$ cat src/rtl/pffa_pkg.sv
// shared types, defaults and operation codes of the page frame allocator
package pffa_pkg;

	localparam int NUM_PAGES_DEF  = 128;
	localparam int PAGE_SHIFT_DEF = 21;

	localparam logic [1:0] KIND_INIT  = 2'd0;
	localparam logic [1:0] KIND_ALLOC = 2'd1;
	localparam logic [1:0] KIND_FREE  = 2'd2;

	typedef struct packed {
		logic [1:0] kind;
		logic [7:0] page_count;
		logic [7:0] chain_head;
	} req_t;

	typedef struct packed {
		logic        ok;
		logic [6:0]  first_page;
		logic [27:0] first_address;
	} rsp_t;

endpackage

$ cat src/rtl/pffa_ram.sv
// generic single write port ram with registered read
module pffa_ram #(
	parameter int WIDTH = 8,
	parameter int DEPTH = 128
) (
	input  logic                     clk,
	input  logic                     wr_en,
	input  logic [$clog2(DEPTH)-1:0] wr_addr,
	input  logic [WIDTH-1:0]         wr_data,
	input  logic [$clog2(DEPTH)-1:0] rd_addr,
	output logic [WIDTH-1:0]         rd_data
);

	logic [WIDTH-1:0] mem_q [DEPTH];
	logic [WIDTH-1:0] rd_data_q;

	always_ff @(posedge clk) begin
		if (wr_en) begin
			mem_q[wr_addr] <= wr_data;
		end
		rd_data_q <= mem_q[rd_addr];
	end

	assign rd_data = rd_data_q;

endmodule

$ cat src/rtl/page_frame_free_list_allocator_unit.sv
// Page frame allocator: a free list of NUM_PAGES frames kept as next links in one ram plus a
// head register. One request is handled at a time; the pace is set by the single link ram,
// which is followed one entry per cycle. Allocate walks the list for min(page_count,
// NUM_PAGES, free pages) pages, free walks the chain to its tail; count zero, empty list, no
// chain and unknown kinds go straight to finish. Reinitialize rewrites every link. After
// reset the same pass rebuilds the list while req_stall is high. A finished response waits
// in its own register, so the next request is taken while it is still stalled.
module page_frame_free_list_allocator_unit #(
	parameter int NUM_PAGES  = pffa_pkg::NUM_PAGES_DEF,
	parameter int PAGE_SHIFT = pffa_pkg::PAGE_SHIFT_DEF
) (
	input  logic           clk,
	input  logic           arst_n,
	input  logic           req_valid,
	output logic           req_stall,
	input  pffa_pkg::req_t req,
	output logic           rsp_valid,
	input  logic           rsp_stall,
	output pffa_pkg::rsp_t rsp
);

	import pffa_pkg::*;

	localparam int IW = $clog2(NUM_PAGES);
	localparam int LW = $clog2(NUM_PAGES + 1);
	localparam logic [LW-1:0] NIL  = LW'(NUM_PAGES);
	localparam logic [IW-1:0] LAST = IW'(NUM_PAGES - 1);

	localparam logic [2:0] ST_IDLE  = 3'd0;
	localparam logic [2:0] ST_SWEEP = 3'd1;
	localparam logic [2:0] ST_AWALK = 3'd2;
	localparam logic [2:0] ST_FWALK = 3'd3;
	localparam logic [2:0] ST_FIN   = 3'd4;

	logic [2:0]    state_q;
	logic [LW-1:0] head_q;
	logic [IW-1:0] sweep_q;
	logic          report_q;
	logic          rsp_valid_q;
	logic [IW-1:0] tail_q;
	logic [7:0]    rem_q;
	logic [IW-1:0] steps_q;
	logic [LW-1:0] chain_q;
	rsp_t          res_q;
	rsp_t          rsp_q;

	logic          wr_en;
	logic [IW-1:0] wr_addr;
	logic [LW-1:0] wr_data;
	logic [IW-1:0] rd_addr;
	logic [LW-1:0] rd_data;

	logic          d_nil;
	logic          head_nil;
	logic          chain_ok;
	logic          a_stop;
	logic [7:0]    want_m1;
	logic          slot_free;

	pffa_ram #(
		.WIDTH(LW),
		.DEPTH(NUM_PAGES)
	) u_link_ram (
		.clk    (clk),
		.wr_en  (wr_en),
		.wr_addr(wr_addr),
		.wr_data(wr_data),
		.rd_addr(rd_addr),
		.rd_data(rd_data)
	);

	assign d_nil     = rd_data >= NIL;
	assign head_nil  = head_q >= NIL;
	assign chain_ok  = 32'(req.chain_head) < NUM_PAGES;
	assign a_stop    = (rem_q == 8'd0) || d_nil;
	// counts above the pool size saturate
	assign want_m1   = (32'(req.page_count) > NUM_PAGES) ? 8'(NUM_PAGES - 1)
	                                                     : req.page_count - 8'd1;
	assign slot_free = !rsp_valid_q || !rsp_stall;

	assign req_stall = (state_q != ST_IDLE);
	assign rsp_valid = rsp_valid_q;
	assign rsp       = rsp_q;

	always_comb begin
		wr_en   = 1'b0;
		wr_addr = tail_q;
		wr_data = NIL;
		rd_addr = rd_data[IW-1:0];
		unique case (state_q)
			ST_IDLE: begin
				rd_addr = (req.kind == KIND_FREE) ? IW'(req.chain_head) : head_q[IW-1:0];
			end
			ST_SWEEP: begin
				wr_en   = 1'b1;
				wr_addr = sweep_q;
				wr_data = LW'({1'b0, sweep_q} + {{IW{1'b0}}, 1'b1});
			end
			ST_AWALK: begin
				// cut the granted run off behind its last page
				wr_en = a_stop;
			end
			ST_FWALK: begin
				// splice the chain tail onto the old free list
				wr_en   = d_nil;
				wr_data = head_q;
			end
			ST_FIN: begin
			end
			default: begin
			end
		endcase
	end

	always_ff @(posedge clk or negedge arst_n) begin
		if (!arst_n) begin
			state_q  <= ST_SWEEP;
			head_q   <= '0;
			sweep_q  <= '0;
			report_q <= 1'b0;
		end else begin
			unique case (state_q)
				ST_IDLE: begin
					if (req_valid) begin
						case (req.kind)
							KIND_INIT: begin
								sweep_q  <= '0;
								report_q <= 1'b1;
								state_q  <= ST_SWEEP;
							end
							KIND_ALLOC: begin
								if (req.page_count == 8'd0 || head_nil) begin
									state_q <= ST_FIN;
								end else begin
									state_q <= ST_AWALK;
								end
							end
							KIND_FREE: begin
								state_q <= chain_ok ? ST_FWALK : ST_FIN;
							end
							default: begin
								state_q <= ST_FIN;
							end
						endcase
					end
				end
				ST_SWEEP: begin
					sweep_q <= sweep_q + {{(IW-1){1'b0}}, 1'b1};
					if (sweep_q == LAST) begin
						head_q  <= '0;
						state_q <= report_q ? ST_FIN : ST_IDLE;
					end
				end
				ST_AWALK: begin
					if (a_stop) begin
						head_q  <= d_nil ? NIL : rd_data;
						state_q <= ST_FIN;
					end
				end
				ST_FWALK: begin
					if (d_nil) begin
						head_q  <= chain_q;
						state_q <= ST_FIN;
					end else if (steps_q == LAST) begin
						// no tail found: the chain loops
						state_q <= ST_FIN;
					end
				end
				ST_FIN: begin
					if (slot_free) begin
						state_q <= ST_IDLE;
					end
				end
				default: begin
					state_q <= ST_IDLE;
				end
			endcase
		end
	end

	// response slot: filled from finish, emptied when taken
	always_ff @(posedge clk or negedge arst_n) begin
		if (!arst_n) begin
			rsp_valid_q <= 1'b0;
		end else if (state_q == ST_FIN && slot_free) begin
			rsp_valid_q <= 1'b1;
		end else if (!rsp_stall) begin
			rsp_valid_q <= 1'b0;
		end
	end

	always_ff @(posedge clk) begin
		unique case (state_q)
			ST_IDLE: begin
				res_q   <= '0;
				tail_q  <= (req.kind == KIND_FREE) ? IW'(req.chain_head) : head_q[IW-1:0];
				rem_q   <= want_m1;
				steps_q <= '0;
				chain_q <= LW'(req.chain_head);
			end
			ST_SWEEP: begin
				res_q <= '0;
			end
			ST_AWALK: begin
				if (a_stop) begin
					res_q.ok            <= 1'b1;
					res_q.first_page    <= 7'(head_q);
					res_q.first_address <= 28'(head_q) << PAGE_SHIFT;
				end else begin
					tail_q <= rd_data[IW-1:0];
					rem_q  <= rem_q - 8'd1;
				end
			end
			ST_FWALK: begin
				if (d_nil) begin
					res_q.ok <= 1'b1;
				end else begin
					tail_q  <= rd_data[IW-1:0];
					steps_q <= steps_q + {{(IW-1){1'b0}}, 1'b1};
				end
			end
			ST_FIN: begin
				if (slot_free) begin
					rsp_q <= res_q;
				end
			end
			default: begin
			end
		endcase
	end

`ifndef NO_ASSERTIONS
	a_fail_zero: assert property (@(posedge clk) disable iff (!arst_n)
		rsp_valid && !rsp.ok |-> rsp.first_page == 7'd0 && rsp.first_address == 28'd0)
		else $error("failed request carries a nonzero page");

	a_rsp_from_fin: assert property (@(posedge clk) disable iff (!arst_n)
		$rose(rsp_valid_q) |-> $past(state_q) == ST_FIN)
		else $error("response raised outside finish");

	a_fin_delivers: assert property (@(posedge clk) disable iff (!arst_n)
		state_q == ST_FIN && slot_free |=> rsp_valid_q && state_q == ST_IDLE)
		else $error("finished request not delivered");

	a_sweep_head: assert property (@(posedge clk) disable iff (!arst_n)
		state_q == ST_SWEEP && sweep_q == LAST |=> head_q == '0)
		else $error("rebuilt list does not start at page zero");

	a_write_states: assert property (@(posedge clk) disable iff (!arst_n)
		wr_en |-> state_q == ST_SWEEP || state_q == ST_AWALK || state_q == ST_FWALK)
		else $error("link write outside a walk or sweep");
`endif

endmodule

$ cat config.mk
export PLATFORM = sky130hd
export DESIGN_NAME = page_frame_free_list_allocator_unit
export DESIGN_NICKNAME = d
export VERILOG_FILES = /design/src/rtl/pffa_pkg.sv /design/src/rtl/pffa_ram.sv /design/src/rtl/page_frame_free_list_allocator_unit.sv
export SDC_FILE = /design/constraint.sdc
export NUM_CORES = 1
export LEC_CHECK = 0
export BUFFER_PORTS_ARGS = -buffer_cell sky130_fd_sc_hd__buf_2
export CAP_MARGIN = 20
export CORE_ASPECT_RATIO = 0.9
export CORE_MARGIN = 5
export CORE_UTILIZATION = 50
export DETAILED_ROUTE_END_ITERATION = 8
export PLACE_DENSITY = 0.76
export REMOVE_ABC_BUFFERS = 1
export SYNTH_ARGS = -nofsm -noshare
export SYNTH_HDL_FRONTEND = slang
export SYNTH_SLANG_ARGS = --single-unit
$ cat constraint.sdc
create_clock -name clk -period 13.7 [get_ports clk]
set_input_delay 2.74 -clock clk [delete_from_list [all_inputs] [get_ports clk]]
set_output_delay 2.74 -clock clk [all_outputs]
set_load 0.01 [all_outputs]
-- Word-level counts from Yosys, hierarchy flattened
Memories as Yosys holds them, arrays and structs flattened. A register that Yosys moved wholly into a read port is not among the register bits.
Cells that the tools add are included.
- logic and storage cells: 112
- bits in latches: 0
- output and inout bits: 38
- memory bits (writable): 1024
- bits in read-only memories: 0
- flip-flop bits (word level): 122
- memories kept: 1
- memories (memory ; words ; bits a word ; read ports ; clocked after Yosys merged registers in ; write ports ; line ; source):
    u_link_ram.mem_q ; 128 ; 8 ; 1 ; 1 ; 1 ; pffa_ram.sv:14 ; logic [WIDTH-1:0] mem_q [DEPTH];
- reductions and logical operators: 29
- multipliers: 0
- mux-type cells: 40
- divide/modulo/power cells: 0
- equality and inequality tests: 18
- order comparisons: 4
- bitwise gates (word level): 0
- add/sub/neg operators: 5
- shift-type cells: 0
- operator list (cell ; number):
    $pmux W35 S2 ; 1
    $mux W7 ; 8
    $mux W8 ; 6
    $mux W36 ; 1
    $pmux W8 S2 ; 2
    $pmux W7 S2 ; 2
    $mux W3 ; 9
    $pmux W8 S3 ; 1
    $pmux W7 S3 ; 1
    $ge A8 B8 Y1 const B ; 2
    $logic_not A8 Y1 ; 2
    $sub A8 B1 Y8 const B ; 2
    $pmux W3 S5 ; 1
    $add A7 B1 Y7 const B ; 2
    $eq A7 B7 Y1 const B ; 2
    $ne A2 B2 Y1 const B ; 7
    $reduce_and A3 Y1 ; 4
    $reduce_bool A3 Y1 ; 4
    $pmux W3 S3 ; 1
    $add A7 B1 Y8 const B ; 1
    $gt A8 B8 Y1 const B ; 1
    $lt A8 B8 Y1 const B ; 1
    $reduce_and A2 Y1 ; 4
    $reduce_bool A2 Y1 ; 4
    17 further kinds ; 27

-- Logic depth before layout (Yosys ltp)
- depth in word-level cells: 6
- gate-level depth with buffers: 15
- mapped depth without buffers: 10

-- By module
From an unflattened synthesis, not the netlist that was laid out.
- cells, all modules: 1992
- area, all modules: 43369.1 µm²
- modules (own cells, without submodules) (module ; instances ; area an instance (µm²) ; cells an instance):
    pffa_ram ; 1 ; 39665.5 ; 1635
    page_frame_free_list_allocator_unit ; 1 ; 3703.6 ; 357

-- Worst setup path after synthesis
OpenSTA, ideal clock, no wires.
- path kind: register to register
- from: reg state_q[0]
- to: mem u_link_ram.mem_q[0][4] (data pin)
- cell stages (with the launch flop): 7
- path buffers: 3
- data required time: 12.504 ns
- period minus slack after synthesis: 7.787 ns
- arrival time: 6.590 ns
- path slack: 5.913 ns
- cells stage by stage: dfstp_2 > clkinv_1 > or3_1 > clkbuf_1 > clkbuf_1 > clkbuf_1 > o21ai_0
- word-level cells in the longest chain between the ends: 2
- ends and longest elaborated chain (item ; line ; source):
    start: declaration ; page_frame_free_list_allocator_unit.sv:35 ; logic [2:0] state_q;
    start signal: assignment ; page_frame_free_list_allocator_unit.sv:139 ; state_q <= chain_ok ? ST_FWALK : ST_FIN;
    start signal: assignment ; page_frame_free_list_allocator_unit.sv:151 ; state_q <= report_q ? ST_FIN : ST_IDLE;
    $eq A3 B2 Y1 / $eq A3 B1 Y1 (equally long branches) ; page_frame_free_list_allocator_unit.sv:90 ; unique case (state_q)
    $pmux W8 S2 (*) ; page_frame_free_list_allocator_unit.sv:90 ;
    net u_link_ram.wr_data[4] ; pffa_ram.sv:9 ; input logic [WIDTH-1:0] wr_data,
    end: declaration ; pffa_ram.sv:14 ;
The timed path passes the listed nets; every way through them passes the cells marked *.

-- Worst setup path in the final report
- from: in req[17] in the netlist's numbering
- to: reg u_link_ram.rd_data_q[6], in the netlist u_link_ram.rd_data[6] (read register of u_link_ram.mem_q)
- word-level cells in the longest chain between the ends: 3
- ends and longest elaborated chain (item ; line ; source):
    start: declaration ; page_frame_free_list_allocator_unit.sv:16 ; input pffa_pkg::req_t req,
    $eq A2 B2 Y1 ; page_frame_free_list_allocator_unit.sv:92 ; rd_addr = (req.kind == KIND_FREE) ? IW'(req.chain_head) : head_q[IW-1:0];
    $mux W7 ; page_frame_free_list_allocator_unit.sv:92 ;
    $mux W7 ; page_frame_free_list_allocator_unit.sv:90 ;
    end: declaration ; pffa_ram.sv:15 ; logic [WIDTH-1:0] rd_data_q;
Every way passes these cells.
A chain may end at the register's enable or synchronous reset.

==> key figures <==
Critical path
  • Critical Path Source Type: input pin
  • CP endpoint: u_link_ram.rd_data[6]
  • Setup crit end kind: flip-flop
  • Crit path launch: req[17]
  • Worst r2r path cells: 11
  • Worst Path Max Fanout: 63
  • R2R setup slack: 7.70 ns
  • Data required, critical path: 14.31 ns
  • R2r endpoint: u_link_ram.rd_data[6]
  • Reg-to-reg startpoint: state_q[2]
  • Critical Path AT: 7.78 ns
  • Kind of critical path: input pin to flip-flop

CTS
  • Post-CTS Setup Repair Bufs: 0
  • Clock Latency Late Sink: 0.71 ns
  • Cts-stage hold buffer count: 0
  • CTS root buf: clkbuf_16
  • Worst-case clock buffer depth: 3
  • CTS buffer count: 104
  • Clock slew at reported path FFs: 0.06 ns
  • Cts repair resizes: 0
  • TritonCTS clock tree: built
  • Sink Count: 1098
  • H-Tree Depth: 3

Final layout
  • Share of cells above drive strength 1: 12.6%
  • Fill cells: 6554
  • Fin cells: 4163
  • Final #Nets: 2944
  • Layout overhead on the synthesized area: 11.0%

STA
  • RSZ-0062 raised after global routing: no
  • Fmax: 0.139 GHz
  • Endpoints failing setup: 0
  • Final Cycle Share: 52.3%
  • Final setup TNS: 0 ns
  • Worst-margin pin slew: 1.25 ns
  • Period minus WS final: 7.17 ns
  • Slew margin rel.: 17.0%
  • Final Max Slew Viols: 0
  • Hold Fails Final Rpt: 0
  • Clock skew: 0.0513 ns

Yosys
  • Yosys top cell area share: 72.1%
  • Netlist cell types: 65
  • FFs w/ async S/R, synth: 1.82%
  • Post-synthesis sequential area ratio: 73.6%
  • Mapped Cells: 2912
  • Synthesis Warnings: 0
  • Cell accounting for the most synthesized area: edfxtp_1
  • Number of synthesized flops with an enable pin: 1070
  • Yosys reg bits: 1098
  • Ranking of synthesized cells by area: edfxtp_1 (72%), mux4_2 (5.0%), nand2_1 (3.3%)
  • Area of the mapped netlist: 44600 µm²
  • Ys flop type: edfxtp_1
  • Syn Area/Cell: 15.3 µm²

GRT
  • Gr usage total: 23.3%
  • Initial antenna violation count: 2
  • Largest net degree at the start of global routing: 128
  • Vias in the first global route: 25700
  • First-pass GRT wire length: 168000 µm
  • Congestion Overflow GR: 0

Floorplanning
  • Ports: 60
  • Total die area: 95200 µm²
  • Initial Utilization: 50.6%
  • Rows: 103
  • Die Span Y: 293 µm
  • Total core area: 88000 µm²
  • Die Width: 325 µm

Routing
  • Wire per inst: 27.2 µm
  • DR pass1 iterations: 6
  • Aggregate routed wire length: 113000 µm
  • Via/cell ratio: 6.43
  • Via count: 26800
  • Detailed Route Iter0 Violations: 4246
  • Final ANT Viol Nets: 0
  • # DRC: 0

Status
  • Status: finished clean

Power
  • Max IR drop VDD: 0.227 mV
  • LEAKAGE: 16.5 nW
  • P per Cell Area: 230 nW/µm²

Worst hold path
  • Hold crit path type: flip-flop to flip-flop

Place
  • Dpl hpwl: 67100 µm
  • Cells after DPL: 3961
  • Port-buffer cells: 38
  • Gpl congestion: 0.935

Run
  • Max-cap violations: 0
placed cells by master (no fill, tap or decap), drive strengths merged, types with 70 or more instances in the layout:
| cell type | instances |
|---|---|
| mux2i | 114 |
| o21ai | 74 |
| nor2 | 180 |
| clkbuf | 124 |
| a21oi | 203 |
| nand2 | 395 |
| nor3 | 70 |
| buf | 89 |
| edfxtp | 1070 |
| mux4 | 98 |
routing by layer:
layer	vias up	global-route usage (%)	share of wire, %
li1	11300	-	-
met1	13200	33.3	38
met2	1947	34.1	44
met3	254	7.91	14
met4	4	7.60	3.4
met5	-	0.593	0.081
power breakdown:
group	leakage (nW)	switching (W)	internal, W	total (W)
registers	10.6	0.000121	0.00394	0.00406
logic	4.07	0.00300	0.00131	0.00430
clock network	1.77	0.00126	0.00175	0.00301
total	16.5	0.00438	0.00699	0.0114
flip-flops by register name, indices dropped and copies added (netlist names):
| name | count |
|---|---|
| u_link_ram.mem_q | 1024 |
| chain_q | 8 |
| u_link_ram.rd_data | 8 |
| head_q | 8 |
| rem_q | 8 |
| steps_q | 7 |
| state_q | 3 |
| rsp_valid | 1 |
| tail_q | 7 |
| report_q | 1 |
| sweep_q | 7 |
| rsp | 8 |
| res_q | 8 |
critical path, cell delays in order:
cell      delay (ns)
buf_2           0.18
nor2b_1         0.15
buf_4           0.26
o211ai_4        0.33
nand2_8         0.62
buf_4           0.77
buf_4           0.87
mux4_2          0.60
a21oi_1         0.27
a211oi_1        0.14
or4_1           0.55
o21a_1          0.19
metrics by stage:
step	hold WS (ns)	utilization [%]	area, µm²	power (W)	setup WS (ns)
6_report	0.418	56.2	49500	0.0114	6.53
5_1_grt	0.429	56.2	49400	0.0118	6.33
4_1_cts	0.420	56.1	49400	0.0113	6.62
3_5_place_dp	0.405	52.0	45800	0.00826	5.90
3_3_place_gp	0.405	52.0	45700	0.00818	5.99
2_1_floorplan	0.400	-	43600	0.00696	4.16
cells by family after synthesis:
kind of cell	after synthesis	share of synthesized area, %
other cells	1	0.00842
buf+inv	224	2.51
fa+ha+maj	6	0.168
mux	212	7.51
flops	1098	73.6
compound gates	540	7.87
simple gates	810	7.93
xor+xnor	21	0.413
synth_stat cells, types with 7 or more instances:
cell type / number
a2111oi_0: 52
a211oi_1: 31
a21o_1: 9
a21oi_1: 203
a22oi_1: 14
a31oi_1: 12
and2_1: 9
and3_1: 31
buf_1: 20
buf_2: 35
buf_4: 38
buf_6: 12
clkbuf_1: 106
dfrtp_1: 19
dfxtp_1: 8
edfxtp_1: 1070
inv_1: 10
mux2i_1: 114
mux4_2: 98
nand2_1: 394
nand2b_1: 9
nand3_1: 45
nand3b_1: 19
nor2_1: 180
nor3_1: 69
nor4_1: 28
o211ai_1: 8
o21ai_0: 73
o221ai_1: 34
o22ai_1: 33
o31a_1: 7
o31ai_1: 15
or3_1: 9
or4_1: 7
xnor2_1: 13
xor2_1: 8
layout make-up:
| type | count | area [µm²] | area share, % |
|---|---|---|---|
| flip-flops and latches | 1098 | 32800 | 66.3 |
| multi-input cells | 1610 | 10900 | 22.0 |
| clock buffers | 124 | 2750 | 5.56 |
| well taps | 1155 | 1450 | 2.92 |
| clock inverters | 72 | 858 | 1.74 |
| repair buffers | 89 | 662 | 1.34 |
| inverters | 13 | 48.8 | 0.0987 |
| diodes | 2 | 5.00 | 0.0101 |
worst min path at each step:
stage | startpoint | to | slack (ns) | cells past startpoint
2_1_floorplan | res_q[21] | rsp[21] | 0.40 | 0
3_3_place_gp | res_q[25] | rsp[25] | 0.41 | 0
3_5_place_dp | res_q[25] | rsp[25] | 0.40 | 0
4_1_cts | res_q[25] | rsp[25] | 0.42 | 0
5_1_grt | res_q[23] | rsp[23] | 0.43 | 0
6_report | res_q[25] | rsp[25] | 0.42 | 0
Note: power is estimated with default switching activity, not from simulation.
